[src/rtl/ges_pkg.sv]
package ges_pkg;

    localparam int MAX_N_DEF = 16;
    localparam int FRAC_DEF  = 16;
    localparam int VAL_W     = 48;
    localparam int ELEM_W    = 32;
    localparam int CFG_W     = 5;

    localparam logic [CFG_W-1:0] SIZE_RST = 5'd16;

    localparam logic [1:0] ST_OK       = 2'd0;
    localparam logic [1:0] ST_SINGULAR = 2'd1;
    localparam logic [1:0] ST_SAT      = 2'd2;

    // Largest positive value, and the magnitude of the most negative one.
    localparam logic [VAL_W-1:0] LIM_POS = {1'b0, {(VAL_W-1){1'b1}}};
    localparam logic [VAL_W-1:0] LIM_NEG = {1'b1, {(VAL_W-1){1'b0}}};

    typedef struct packed {
        logic [3:0]               row_index;
        logic [4:0]               column_index;
        logic signed [ELEM_W-1:0] element_value;
        logic                     last_element;
    } t_item;

    typedef struct packed {
        logic [3:0]               unknown_index;
        logic signed [ELEM_W-1:0] solution_value;
        logic [1:0]               status;
        logic                     last_result;
    } t_result;

    // A classified word on its way from the front to the back.
    typedef struct packed {
        logic                     wr;
        logic                     last;
        logic [3:0]               row;
        logic [4:0]               col;
        logic signed [ELEM_W-1:0] value;
    } t_cmd;

    typedef struct packed {
        logic             sat;
        logic [VAL_W-1:0] value;
    } t_clip;

    typedef enum logic [4:0] {
        S_IDLE, S_PIV_RD, S_PIV_CHK, S_SRCH_RD, S_SRCH_CHK,
        S_SW_RD1, S_SW_RD2, S_SW_WR1, S_SW_WR2,
        S_ROW_RD, S_ROW_DIV0, S_ROW_DIV,
        S_EL_RD1, S_EL_RD2, S_EL_CAP, S_EL_MUL,
        S_BS_RD, S_BS_SUM, S_BS_TR_RD, S_BS_TR_MUL0, S_BS_TR_MUL,
        S_BS_DG_RD, S_BS_DG_CHK, S_BS_DIV,
        S_SCAN_RD, S_SCAN_CHK, S_OUT_RD, S_OUT_PUT
    } t_state;

    function automatic logic [VAL_W-1:0] f_mag(input logic [VAL_W-1:0] v);
        f_mag = v[VAL_W-1] ? (VAL_W'(0) - v) : v;
    endfunction

    // Saturates a signed magnitude to the internal value range.
    function automatic t_clip f_clip(input logic neg, input logic [127:0] mag);
        t_clip r;
        r.sat = 1'b0;
        if (neg) begin
            if (mag > 128'(LIM_NEG)) begin
                r.sat   = 1'b1;
                r.value = LIM_NEG;
            end else begin
                r.value = VAL_W'(128'd0 - mag);
            end
        end else begin
            if (mag > 128'(LIM_POS)) begin
                r.sat   = 1'b1;
                r.value = LIM_POS;
            end else begin
                r.value = VAL_W'(mag);
            end
        end
        return r;
    endfunction

    function automatic t_clip f_clip_sub(input logic [VAL_W-1:0] a, input logic [VAL_W-1:0] b);
        logic [VAL_W:0] d;
        logic [VAL_W:0] m;
        d = {a[VAL_W-1], a} - {b[VAL_W-1], b};
        m = d[VAL_W] ? ((VAL_W+1)'(0) - d) : d;
        return f_clip(d[VAL_W], 128'(m));
    endfunction

endpackage

[src/rtl/ges_front.sv]
module ges_front #(
    parameter int MAX_N = ges_pkg::MAX_N_DEF
) (
    input  logic             i_clk,
    input  logic             i_rst_n,
    input  logic             i_push,
    input  ges_pkg::t_item   i_item,
    output logic             o_full,
    output logic             o_cmd_valid,
    output ges_pkg::t_cmd    o_cmd,
    input  logic             i_cmd_pop
);
    import ges_pkg::*;

    localparam int QD  = 2;
    localparam int PTW = $clog2(QD);
    localparam int CTW = $clog2(QD + 1);

    t_cmd           r_q [QD];
    logic [PTW-1:0] r_wp;
    logic [PTW-1:0] r_rp;
    logic [CTW-1:0] r_cnt;

    logic w_in;
    logic w_out;
    t_cmd w_cmd;

    assign o_full      = r_cnt == CTW'(QD);
    assign o_cmd_valid = r_cnt != '0;
    assign o_cmd       = r_q[r_rp];
    assign w_in        = i_push && !o_full;
    assign w_out       = i_cmd_pop && o_cmd_valid;

    // Elements outside the matrix are dropped but may still start a solve.
    always_comb begin
        w_cmd.wr    = (int'(i_item.row_index) < MAX_N) && (int'(i_item.column_index) <= MAX_N);
        w_cmd.last  = i_item.last_element;
        w_cmd.row   = i_item.row_index;
        w_cmd.col   = i_item.column_index;
        w_cmd.value = i_item.element_value;
    end

    always_ff @(posedge i_clk) begin
        if (!i_rst_n) begin
            r_wp  <= '0;
            r_rp  <= '0;
            r_cnt <= '0;
        end else begin
            if (w_in) begin
                r_wp <= r_wp + 1'b1;
            end
            if (w_out) begin
                r_rp <= r_rp + 1'b1;
            end
            if (w_in && !w_out) begin
                r_cnt <= r_cnt + 1'b1;
            end else if (w_out && !w_in) begin
                r_cnt <= r_cnt - 1'b1;
            end
        end
    end

    always_ff @(posedge i_clk) begin
        if (w_in) begin
            r_q[r_wp] <= w_cmd;
        end
    end

endmodule

[config.mk]
export PLATFORM = sky130hd
export DESIGN_NAME = ges_front
export DESIGN_NICKNAME = d
export VERILOG_FILES = /design/src/rtl/ges_pkg.sv /design/src/rtl/ges_front.sv
export SDC_FILE = /design/constraint.sdc
export NUM_CORES = 1
export LEC_CHECK = 0
export ABC_AREA = 1
export BUFFER_PORTS_ARGS = -buffer_cell sky130_fd_sc_hd__buf_2
export CORE_AREA = 2 2 127 67
export CTS_CLUSTER_DIAMETER = 200
export DETAILED_ROUTE_END_ITERATION = 10
export DIE_AREA = 0 0 129 69
export HOLD_SLACK_MARGIN = 0.06
export PLACE_DENSITY_LB_ADDON = 0.3
export SYNTH_ARGS = -nofsm -noshare
export SYNTH_HDL_FRONTEND = slang
export SYNTH_SLANG_ARGS = --single-unit
[constraint.sdc]
create_clock -name i_clk -period 2.84 [get_ports i_clk]
set_input_delay 0 -clock i_clk [delete_from_list [all_inputs] [get_ports i_clk]]
set_output_delay 0 -clock i_clk [all_outputs]
set_load 0.05 [all_outputs]
* After elaboration in Yosys (flattened, before gate mapping)
Memory sizes are Yosys's and may differ from the RTL's. A register that Yosys moved wholly into a read port is not among the register bits. Cells that the tools add are included.
Cells by class: $add $sub $neg 4, magnitude comparators 1, eq/ne operators 1, muxes and demuxes 6, reduce and logical (&&, ||, !) cells 9
Operators by type and width (number):
- 5-bit less-or-equal comparator (second input constant) | 1
- 1-bit logical AND | 4
- 1-bit two-way mux | 4
- 2-bit two-way mux | 2
- 2-bit nonzero test | 2
- 1-bit logical NOT | 3
- 1-bit adder (second input constant) | 2
- 2-bit by 1-bit adder with 2-bit output (second input constant) | 1
- 2-bit == test (second input constant) | 1
- 2-bit by 1-bit subtractor with 2-bit output (second input constant) | 1
Storage, ports and cells: flip-flop bits (word level) 4, bits in writable memories 86, input bits 46, output and inout bits 45, logic and storage cells 25, memories kept 1
Memories:
- r_q | words 2, width 43, read ports 1, clocked after memory_dff 1, write ports 1, line ges_front.sv:19 | t_cmd r_q [QD];

* Logic depth before layout (Yosys ltp)
Gate-level depths: netlist of run 1.
word-level depth 7, depth in mapped cells 10, depth with buffers taken out 10

* Worst setup path after synthesis of run 1
OpenSTA, ideal clock, no wires.
path type flip-flop to flip-flop, from register r_cnt[1], to memory r_q[0][0] in the netlist's numbering (enable), setup time 0.443 ns, arrival 2.299 ns, data required time 2.397 ns, slack 0.098 ns, stages on the path, launching flop included 4, path buffers 0, period minus slack after synthesis 2.742 ns, path through dfxtp_1 > inv_1 > o21ai_2 > nor2_1
Between the ends: word-level cells in the longest chain between the ends 5
RTL lines:
- from (decl) | line ges_front.sv:22 | logic [CTW-1:0] r_cnt;
- from (signal assigned) | line ges_front.sv:56 | r_cnt <= r_cnt + 1'b1;
- from (signal assigned) | line ges_front.sv:58 | r_cnt <= r_cnt - 1'b1;
- 2-bit == test | line ges_front.sv:28 | assign o_full = r_cnt == CTW'(QD);
- 1-bit logical NOT | line ges_front.sv:31 | assign w_in = i_push && !o_full;
- 1-bit logical AND | line ges_front.sv:31
- 1-bit two-way mux | line ges_front.sv:64 | if (w_in) begin
- 1-bit two-way mux (not written as such) | line ges_front.sv:65 | r_q[r_wp] <= w_cmd;
- to (decl) | line ges_front.sv:19
Every way passes these cells.

==> results of run 1 <==
-- registers in the layout, indices dropped and copies added (netlist names), named ones only --
register,count
r_cnt,2
r_wp,1
r_q,86
r_rp,1
-- synthesized netlist by cell type (all sizes together) --
cell    instances  share of area (%)
mux2           43                 18
or2             1               0.18
edfxtp         86                 72
nand3           1               0.14
dfxtp           5                2.8
o21ai           3               0.53
inv             8               0.84
o31ai           1               0.21
nand4           1               0.18
buf             5                2.6
nand2           7               0.74
nor2            9               0.95
a21oi           1               0.14
ha              1               0.35
o21a            1               0.21
-- stage by stage --
stage | hold WS, ps | power [mW] | instance area (um^2) | utilization (%)
after detailed placement | 192 | 3.38 | 4120 | 52.8
after global placement | 190 | 3.35 | 4120 | 52.8
after global routing | 98.3 | 4.60 | 4810 | 61.7
final | 84.5 | 4.43 | 4810 | 61.7
after floorplan | 98.9 | 3.11 | 3570 | -
after CTS | 78.9 | 4.47 | 4810 | 61.7
-- worst max-delay path, stage by stage (launching register included) --
cell and delay, ps:
dfxtp_2 750, buf_12 300, mux2_4 330, buf_2 210
-- routing by layer --
layer  track usage, %  vias to the layer above
met5                0                        -
met4             5.92                        0
met3             5.90                        7
met2             22.9                       70
met1             19.8                      907
li1                 -                      940
-- cells in the final DEF, fill, tap and decap left out --
cell type       n
o21ai_0         2
or2_2           1
nand2_1         7
dfxtp_2         1
nor2_1          7
buf_4           2
clkinv_2        1
clkbuf_1        2
nand3_1         1
dfxtp_1         4
a21oi_1         1
mux2_2          3
buf_2          90
nand4_1         1
clkbuf_16       9
o21ai_2         1
o21a_1          1
clkinv_1        2
buf_12          1
inv_1           8
ha_1            1
mux2_4         40
o31ai_1         1
edfxtp_1       86
nor2_4          2
inv_6           1
dlygate4sd3_1  43
clkinvlp_4      1
-- power breakdown --
group	switching, mW	internal, mW
clock network	0.455	0.588
registers	0.0963	1.70
logic	1.06	0.525
total	1.62	2.81
-- logic make-up (layout without fill, tap and decap cells) --
family | count (synthesis) | count (layout) | share of synthesized area [%]
flip-flops | 91 | 91 | 75.2
AND/OR/NAND/NOR | 19 | 19 | 2.17
multiplexers | 43 | 43 | 17.8
adder cells (fa/ha/maj) | 1 | 1 | 0.351
AO/OA/AOI/OAI | 6 | 6 | 1.09
buffers and inverters | 13 | 160 | 3.40
-- layout make-up --
cell class / count / share of cell area, %
flip-flops and latches: 91 / 55.8
repair buffers: 136 / 19.0
multi-input cells: 69 / 16.2
clock buffers: 11 / 4.84
well taps: 112 / 2.91
inverters: 8 / 0.624
clock inverters: 5 / 0.598
-- path summary, 6_finish.rpt --
check / startpoint / endpoint / slack [ps] / cells after the start
worst max-delay path: register / o_cmd[13] / 890 / 3
worst max register to register: r_cnt[1] / r_q[0][9] / 1140 / 4
worst min register to register: r_rp / register / 510 / 2
worst min-delay path: i_cmd_pop / register / 80 / 4
==> metrics, run 1 <==
status completed; CTS sink count 91; multi-input logic area 778 um^2; Boundary Pins 91; pre-CTS setup slack 1140 ps; CTS H-tree lvls 3; postcts setup bufs 0; Cells after DPL 373; critical path arrival 1950 ps; Clock Root Buffer clkbuf_16; Worst-path clk slew 60 ps; total track usage 15.2%; fin crit share 68.8%; Initial DRC Count 136; maximum root-to-sink buffer count 2; static leakage 1.92 nW; DIE HEIGHT 69 um; antenna violations before repair 0; Slew @ Worst Pin 652 ps; pin count of the biggest net entering global routing 36; Wirelength per Cell 15.0 um; Critical Path RT 2840 ps; Row Count 23; syn nets 220; via count of the routed design 1924; Detail Route Antenna Nets 0; met2 WL 2910 um; Metal-1 WL 3080 um; Slew HR 56.5%; Peak VDD IR 0.000580 V; Fin Clk Skew 8.88 ps; Mapped Cells 173; Worst Setup Start Kind register; cts hold-fix bufs 43; initial core utilization 45.7%; YS warnings 0; layout cells sized above 1 47.8%; met3 wire length 393 um; # port buffers 90; CP endpoint kind primary output; worst skew pair latency 340 ps; Hold Path Class input pin to register; PnR worst setup slack 887 ps; Final Max Slew Viols 0; register area 2680 um^2; vias in the first global route 1931; FF+latch count, synth 91; fill count 581; Cell Pwr Density 920 nW/um^2; die area 8900 um^2; CP max FO 25; PostCTS Resize Cnt 0; GPL Wtd Cong 0.757; Pre-antenna DRT Iters 6; final hold viol count 0; first-pass GRT wire length 9720 um; # nets final 362; Setup Total Neg Slack 0 ps; sequential fraction of the synthesis area 75.2%; core area 7800 um^2; fmax 512 MHz; die width 129 um; Finish-stage setup viols 0; crit path time final 1950 ps; Syn Area/Cell 20.6 um^2; DRC violations left 0; Netlist cell types 18; total grt overflow 0; final WL 6470 um; Non-Filler Instances 432; n_diodes 0; unrepaired setup endpoints after global routing no; Max Cap Viol 0; Post-Syn Area 3570 um^2; Via density 4.45; Area growth syn-to-layout 34.8%; CTS tree yes; TritonCTS buffer count 9; CP Class register to primary output; uppermost routed layer met4; dpl hpwl 4060 um
No activity file was read; power rests on OpenSTA's default activity.
==> run 2, diff against run 1 <==
==> constraint.sdc (replaced) <==
create_clock -name i_clk -period 1.68 [get_ports i_clk]
set_input_delay 0 -clock i_clk [delete_from_list [all_inputs] [get_ports i_clk]]
set_output_delay 0 -clock i_clk [all_outputs]
set_load 0.05 [all_outputs]
==> run 2 against run 1 <==
  * Sequential share of layout area decreased by 0.84 points
  * Global-route usage shrank 0.10 points
  * Sequential power grew 65%
  * Count of clock-buffer cells in the layout is 2 higher
  * Core utilization grew 0.95 points
  * Routed wire length rose by 0.62%
  * Via count is 2.2% higher
  * Flip-flop and latch count stayed put
  * Worst hold slack worse by 11 ps
  * Non-clock buffer count increased by 3
  * Critical endpoint is now o_cmd[14]
  * Largest cell class unchanged
  * Largest power group unchanged
==> metrics, run 2 (synthesis gave the netlist of run 1 again) <==
status completed; Boundary Pins 91 (unchanged); Pre-antenna DRT Iters 4 (-2); GPL Wtd Cong 0.685 (-9.5%); fin crit share 94.9%; Peak VDD IR 0.000856 V (+47%); switching share of power 36.2% (-0.30 points); TritonCTS buffer count 9 (unchanged); fin util 62.6% (+0.95 points); Worst Setup Start Kind register; Finish-stage setup viols 0 (unchanged); CTS sink count 91 (unchanged); Slew HR 75.6% (+19 points); clock power share 23.1% (-0.5 points); register area 2680 um^2 (unchanged); Clock Root Buffer clkbuf_16; final hold viol count 0 (unchanged); FF-to-FF path depth 9 (+5); Cell Pwr Density 1550 nW/um^2 (+68%); total track usage 15.1% (-0.10 points); crit path time final 1600 ps; fill count 591 (+1.7%); initial core utilization 45.7% (unchanged); via count of the routed design 1967 (+2.2%); multi-input logic area 786 um^2 (+0.96%); CTS H-tree lvls 3 (unchanged); total grt overflow 0 (unchanged); Final Max Slew Viols 0 (unchanged); Row Count 23 (unchanged); commonest non-fill, non-tap cell in the layout buf_2; pin count of the biggest net entering global routing 26 (-28%); sequential power share 39.3% (-1.2 points); reg-to-reg slack, setup 150 ps (-990 ps); antenna violations before repair 0 (unchanged); commonest cells after routing, fill and taps aside 90 x buf_2, 86 x edfxtp_1, 43 x dlygate4sd3_1; Slew @ Worst Pin 362 ps (-290 ps); R2R Path End r_cnt[1]; Power Internal 4.82 mW (+72%); register with the most flip-flops r_q; worst skew pair latency 330 ps (about the same); Initial DRC Count 160 (+18%); Hold Path Class input pin to register; Area growth syn-to-layout 36.9%; critical path arrival 1600 ps (-350 ps); R2R Path Start r_cnt[1]; CTS tree yes; Critical Path RT 1680 ps (-1160 ps); CP max FO 18 (-28%); die area 8900 um^2 (unchanged); n_diodes 0 (unchanged); top flop regs r_q x86, r_cnt x2; layout cells sized above 1 48.3% (+0.48 points); core area 7800 um^2 (unchanged); max FFs per register 86 (unchanged); die width 129 um (unchanged); unrepaired setup endpoints after global routing no; Fin Clk Skew 7.44 ps (-1.44 ps); DIE HEIGHT 69 um (unchanged); Max Cap Viol 0 (unchanged); Hold Crit Start i_cmd_pop; Worst-path clk slew 60 ps (about the same); CP endpoint kind primary output; Combinational Power Share 37.6% (+1.7 points); # nets final 365 (+0.83%); Detail Route Antenna Nets 0 (unchanged); first-pass GRT wire length 9900 um (+1.9%); Switch Pwr 2.74 mW (+69%); postcts setup bufs 0 (unchanged); final WL 6510 um (+0.62%); static leakage 1.95 nW (+1.7%); Power Total 7.56 mW (+71%); DRC violations left 0 (unchanged); Via density 4.52 (+1.5%); CP Class register to primary output; fmax 627 MHz; vias in the first global route 2071 (+7.3%); dpl hpwl 4230 um (+4.3%); # port buffers 90 (unchanged); Wirelength per Cell 15.0 um (about the same); maximum root-to-sink buffer count 2 (unchanged); hold-critical path depth 4 (unchanged)
==> run 2: cell count changes in the layout (fill, tap and decap cells not counted), sizes merged <==
cell | previous run | this run
buf | 93 | 96
clkbuf | 11 | 13
clkinvlp | 1 | 0
inv | 9 | 8
==> run 2: final cells by class <==
type / instances / area share [%]
Timing Repair Buffer: 139 / 20.2
Sequential cell: 91 / 55.0
Clock inverter: 3 / 0.307
Inverter: 8 / 0.615
Multi-Input combinational cell: 69 / 16.1
Tap cell: 112 / 2.87
Clock buffer: 13 / 4.92
==> run 2: timing repair <==
action                                  4_1_cts  5_1_grt
gates resized for setup                       0        1
hold endpoints to repair                     91        0
hold buffers                                 43        0
endpoints found under the setup margin        0        1
==> run 2: how the worst max path moves through the flow <==
stage,startpoint,slack (ps),endpoint
CTS,register,60,o_cmd[14]
floorplan,r_cnt[1],-350,r_q[0][0]
detailed placement,r_cnt[1],120,r_cnt[1]
global route,register,20,o_cmd[19]
finish,register,80,o_cmd[14]
global placement,r_cnt[1],190,r_cnt[1]
==> run 2: power groups by stage <==
stage | Clock (mW) | Sequential, mW | Combinational [mW]
2_1_floorplan | 0 | 3.00 | 2.26
3_3_place_gp | 0 | 3.00 | 2.74
3_5_place_dp | 0 | 3.02 | 2.77
4_1_cts | 1.79 | 2.97 | 2.85
5_1_grt | 1.90 | 3.00 | 2.98
6_report | 1.75 | 2.97 | 2.84
==> run 2: critical path, stage by stage, from the launching register on <==
cell and delay (ps):
dfxtp_2 350, buf_4 320, mux2_2 370, buf_2 210
==> run 2: through the flow <==
stage               area [um^2]  TNS, ps  instances  setup slack [ps]  hold WS [ps]
floorplan                  3570   -30140        173              -350          98.9
global placement           4190        0        376               195           188
detailed placement         4190        0        376               116           191
finish                     4880        0        435              84.9          73.7
global route               4880        0        435              19.9           112
CTS                        4880        0        435              63.8          68.1
==> run 2: per-layer routing <==
| metal | GRT usage, % | wire length, um | share of wire [%] |
|---|---|---|---|
| met1 | 17.9 | 2900 | 45 |
| met2 | 24.0 | 3040 | 47 |
| met3 | 7.69 | 517 | 7.9 |
| met4 | 4.71 | 57 | 0.88 |
| met5 | 0 | 0 | 0 |
